--- src/sv/mku_pkg.sv ---
// shared types, constants and helpers of the mecanum kinematics unit
package mku_pkg;

   localparam int DATA_W            = 32;
   localparam int OP_W              = 2;
   localparam int CSR_IDX_W         = 2;
   localparam int NUM_WHEELS        = 4;
   localparam int NUM_AXES          = 3;
   localparam int LANE_LAT          = 4;
   localparam int FRAC_BITS_DEFAULT = 16;
   localparam int SAT_W             = 128;

   localparam logic [OP_W-1:0] OP_INVERSE = 2'd0;
   localparam logic [OP_W-1:0] OP_FORWARD = 2'd1;
   localparam logic [OP_W-1:0] OP_SLIP    = 2'd2;
   localparam logic [OP_W-1:0] OP_CONSIST = 2'd3;

   localparam logic [CSR_IDX_W-1:0] REG_INVERSE_RADIUS  = 2'd0;
   localparam logic [CSR_IDX_W-1:0] REG_QUARTER_RADIUS  = 2'd1;
   localparam logic [CSR_IDX_W-1:0] REG_LEVER_SUM       = 2'd2;
   localparam logic [CSR_IDX_W-1:0] REG_QUARTER_PER_LEV = 2'd3;

   localparam logic [DATA_W-1:0] INVERSE_RADIUS_RESET  = 32'd1310720;
   localparam logic [DATA_W-1:0] QUARTER_RADIUS_RESET  = 32'd819;
   localparam logic [DATA_W-1:0] LEVER_SUM_RESET       = 32'd22938;
   localparam logic [DATA_W-1:0] QUARTER_PER_LEV_RESET = 32'd2341;

   localparam logic signed [SAT_W-1:0] SAT_MAX = {{(SAT_W-DATA_W+1){1'b0}}, {(DATA_W-1){1'b1}}};
   localparam logic signed [SAT_W-1:0] SAT_MIN = {{(SAT_W-DATA_W+1){1'b1}}, {(DATA_W-1){1'b0}}};

   typedef struct packed {
      logic [DATA_W-1:0] value;
      logic              clip;
   } sat_type;

   typedef struct packed {
      logic [OP_W-1:0]                       op;
      logic [DATA_W-1:0]                     twist_vx;
      logic [DATA_W-1:0]                     twist_vy;
      logic [DATA_W-1:0]                     twist_wz;
      logic [NUM_WHEELS-1:0][DATA_W-1:0]     wheel;
      logic [NUM_AXES-1:0][DATA_W-1:0]       body;
      logic [NUM_WHEELS-1:0][DATA_W-1:0]     wheel_out;
      logic [DATA_W-1:0]                     consistency;
      logic                                  saturated;
   } pipe_type;

   function automatic sat_type sat32(input logic signed [SAT_W-1:0] v);
      sat_type r;
      r.value = v[DATA_W-1:0];
      r.clip  = 1'b0;
      if (v > SAT_MAX) begin
         r.value = {1'b0, {(DATA_W-1){1'b1}}};
         r.clip  = 1'b1;
      end else if (v < SAT_MIN) begin
         r.value = {1'b1, {(DATA_W-1){1'b0}}};
         r.clip  = 1'b1;
      end
      return r;
   endfunction

endpackage

--- src/sv/mku_mul_lane.sv ---
// pipelined signed by unsigned fixed point multiply lane with round to nearest
module mku_mul_lane #(
   parameter int A_W       = 34,
   parameter int FRAC_BITS = mku_pkg::FRAC_BITS_DEFAULT
) (
   input  logic                               clock,
   input  logic [mku_pkg::LANE_LAT-1:0]       en,
   input  logic signed [A_W-1:0]              a,
   input  logic [mku_pkg::DATA_W-1:0]         coef,
   output logic signed [A_W+mku_pkg::DATA_W-FRAC_BITS:0] y
);
   import mku_pkg::*;

   localparam int HI_W   = A_W - DATA_W;
   localparam int LO_P_W = 2 * DATA_W;
   localparam int HI_P_W = HI_W + DATA_W;
   localparam int PROD_W = A_W + DATA_W;
   localparam int RND_W  = PROD_W - FRAC_BITS;
   localparam int OUT_W  = RND_W + 1;

   logic                 neg1_ff, neg2_ff, neg3_ff;
   logic [A_W-1:0]       mag_in, mag_ff;
   logic [LO_P_W-1:0]    plo_in, plo_ff;
   logic [HI_P_W-1:0]    phi_in, phi_ff;
   logic [PROD_W-1:0]    sum;
   logic [RND_W-1:0]     rnd_in, rnd_ff;
   logic signed [OUT_W-1:0] y_in, y_ff;

   assign mag_in = a[A_W-1] ? A_W'(-a) : A_W'(a);
   assign plo_in = LO_P_W'(mag_ff[DATA_W-1:0]) * LO_P_W'(coef);
   assign phi_in = HI_P_W'(mag_ff[A_W-1:DATA_W]) * HI_P_W'(coef);
   assign sum    = PROD_W'(plo_ff) + (PROD_W'(phi_ff) << DATA_W)
                 + (PROD_W'(1) << (FRAC_BITS - 1));
   assign rnd_in = sum[PROD_W-1:FRAC_BITS];
   assign y_in   = neg3_ff ? -$signed({1'b0, rnd_ff}) : $signed({1'b0, rnd_ff});
   assign y      = y_ff;

   always_ff @(posedge clock) begin
      if (en[0]) begin
         neg1_ff <= a[A_W-1];
         mag_ff  <= mag_in;
      end
      if (en[1]) begin
         neg2_ff <= neg1_ff;
         plo_ff  <= plo_in;
         phi_ff  <= phi_in;
      end
      if (en[2]) begin
         neg3_ff <= neg2_ff;
         rnd_ff  <= rnd_in;
      end
      if (en[3]) begin
         y_ff <= y_in;
      end
   end

endmodule

--- config.mk ---
export PLATFORM = sky130hd
export DESIGN_NAME = mku_mul_lane
export DESIGN_NICKNAME = d
export VERILOG_FILES = /design/src/sv/mku_pkg.sv /design/src/sv/mku_mul_lane.sv
export SDC_FILE = /design/constraint.sdc
export NUM_CORES = 2
export LEC_CHECK = 0
export BUFFER_PORTS_ARGS = -buffer_cell sky130_fd_sc_hd__buf_4
export CAP_MARGIN = 20
export CORE_ASPECT_RATIO = 1.25
export CORE_MARGIN = 1.5
export CORE_UTILIZATION = 60
export DETAILED_ROUTE_END_ITERATION = 8
export PLACE_DENSITY = 0.88
export SLEW_MARGIN = 20
export SYNTH_ARGS = -nofsm -noshare
export SYNTH_HDL_FRONTEND = slang
export SYNTH_SLANG_ARGS = --single-unit
--- constraint.sdc ---
create_clock -name clock -period 11.8 [get_ports clock]
set_clock_uncertainty 0.2 [all_clocks]
set_input_delay 1.18 -clock clock [delete_from_list [all_inputs] [get_ports clock]]
set_output_delay 1.18 -clock clock [all_outputs]
set_load 0.01 [all_outputs]
==> metrics.yaml <==
status: "finished with violations"
failed_checks: "design-rule violations"
numCtsBuffers: 24
worstMarginPinSlew_ns: 1.18
yosysSeqAreaShare: 0.147
hold_violations: 0
drt_drc_violations_left: 13
ys_async_sr_fraction: 0
layout.nets: 5911
wl_per_cell_um: 20.8
synth_cells: 4672
ant_nets: 0
chipWidth_um: 248
slew_viol_final: 0
vias: 32800
coreArea_um2: 74600
critical_path_arrival_ns: 9.50
worstSetupPathType: "flop to flop"
finalSetupViolations: 0
netlist.area_leader.share: 0.397
cap_violations: 0
drt_iter0_drc: 2540
dieArea_um2: 77000
clock_latency_ns: 0.56
track_usage: 0.311
antenna_found_initial: 7
cts_setup_buffers: 0
syn-mean-instance-area_um2: 9.67
cp-end-kind: "flop"
htree_levels: 1
cts_tree: "done"
initial_utilization: 0.606
grt_max_degree: 85
synth-seq-cells: 221
firstDrtPassIters: 9
clk_path_buf_depth: 3
dominantRegCellSynth: "edfxtp_1"
grt_pass1_wl_mm: 186
area_growth_pct: 4.97
syn_area_um2: 45200
grt-ovfl-total: 0
post_cts_resized: 0
io_pins: 122
rsz0062_at_grt: "no"
root_buffer: "clkbuf_16"
via_per_inst: 5.85
drt-total-wl_mm: 117
synth_top_cell_by_area: "fa_1"
yosysMostFrequentCell: "inv_1"
first_global_vias: 35700
holdCritPathClass: "flop to flop"
synth_edf_count: 221
hold_buffers: 0
yosys_warnings: 0
synthTopCellsByCount: "907 x inv_1, 896 x fa_1, 678 x and2_1, 523 x nand2_1, 326 x ha_1"
cts.sinks: 221
period_minus_slack_ns: 9.38
crit_fanout: 20
fillers: 5750
fmax_ghz: 0.107
worstSetupStartpointType: "flop"
slew_headroom: 0.216
syn_nets: 5965
row_count: 112
period_share: 0.795
synthTopCellsByArea: "fa_1 40%, edfxtp_1 15%, and2_1 9.4%, ha_1 9.0%, inv_1 7.5%"
gp_congestion: 0.960
synth_cell_types: 64
tns_ns: 0
numPortBuffers: 121
die_h_um: 310
clk_pin_slew_ns: 0.06
layout-drive-gt1-share: 0.0462
hpwl_mm: 88.3
required_ns: 11.91
## worst max-delay path: stages, from the launching register on
cell and delay, ns:
edfxtp_1 1.13, buf_4 0.41, nand2_1 0.11, fa_1 0.50, fa_1 0.55, fa_1 0.47, fa_1 0.55, inv_1 0.06
fa_1 0.55, fa_1 0.45, fa_1 0.57, fa_1 0.44, ha_1 0.47, nand4_1 0.26, or3_1 0.47, a211oi_1 0.52
o21ai_1 0.33, a211oi_1 0.57, o2111ai_1 0.29, a21oi_1 0.18, nor3b_1 0.06
## metrics by stage
| step | setup slack (ns) | cells | cell area (um^2) | hold slack (ns) | util |
|---|---|---|---|---|---|
| 3_3_place_gp | 2.48 | 5561 | 46700 | 0.232 | 0.626 |
| 6_report | 2.42 | 5606 | 47400 | 0.256 | 0.636 |
| 4_1_cts | 2.62 | 5605 | 47400 | 0.256 | 0.636 |
| 3_5_place_dp | 2.36 | 5561 | 46700 | 0.233 | 0.626 |
| 2_1_floorplan | 3.32 | 4672 | 45200 | 0.200 | - |
| 5_1_grt | 2.18 | 5606 | 47400 | 0.284 | 0.636 |
## per-layer routing
metal / GRT usage / vias up / share of wire
met5: 0 / - / 0.00046
met4: 0.160 / 8 / 0.060
met3: 0.0737 / 503 / 0.11
met2: 0.530 / 1909 / 0.48
met1: 0.370 / 16200 / 0.35
li1: - / 14200 / -
## flip-flops by register name, indices dropped and copies added, names as in the netlist
| name | count |
|---|---|
| mag_ff | 34 |
| neg1_ff | 1 |
| neg2_ff | 1 |
| neg3_ff | 1 |
| phi_ff | 34 |
| plo_ff | 49 |
| rnd_ff | 50 |
| y | 51 |
## worst paths after layout
path,from,to,slack (ns),cells after the start
setup / recovery,mag_ff[20],plo_ff[63],2.42,20
hold / removal,neg2_ff,neg3_ff,0.26,0
setup reg to reg,mag_ff[20],plo_ff[63],2.42,20
hold reg to reg,neg2_ff,neg3_ff,0.26,0
## cells by family (layout without fill, tap and decap cells)
| kind of cell | after synthesis | after routing | synth area share |
|---|---|---|---|
| XOR/XNOR | 206 | 206 | 0.0399 |
| other | 0 | 1 | 0 |
| adder cells (fa/ha/maj) | 1222 | 1222 | 0.487 |
| AND/OR/NAND/NOR | 1459 | 1459 | 0.170 |
| AO/OA/AOI/OAI | 418 | 418 | 0.0608 |
| buffers and inverters | 1146 | 1110 | 0.0952 |
| flip-flops | 221 | 221 | 0.147 |
## cells in the final DEF, fill, tap and decap left out, types with 58 or more instances in the layout
cell type,netlist,layout
o21ai_0,80,80
a21oi_1,106,106
and2_1,678,678
fa_1,896,896
edfxtp_1,221,221
ha_1,326,326
xnor2_1,158,158
nand2_1,523,523
inv_1,907,907
a21o_1,71,71
nor2_1,58,58
buf_4,0,159
## layout make-up
type                            instances  area (um^2)  area share
Clock inverter                         13          109     0.00229
Sequential cell                       221         6640       0.140
Inverter                              907         3400      0.0718
Antenna cell                            1         2.50   0.0000527
Multi-Input combinational cell       3305        34300       0.722
Tap cell                              969         1210      0.0256
Clock buffer                           31          627      0.0132
Timing Repair Buffer                  159         1190      0.0252
Power is not shown: default switching activity piles up to over one toggle a cycle in this logic, so the estimate is an artifact.
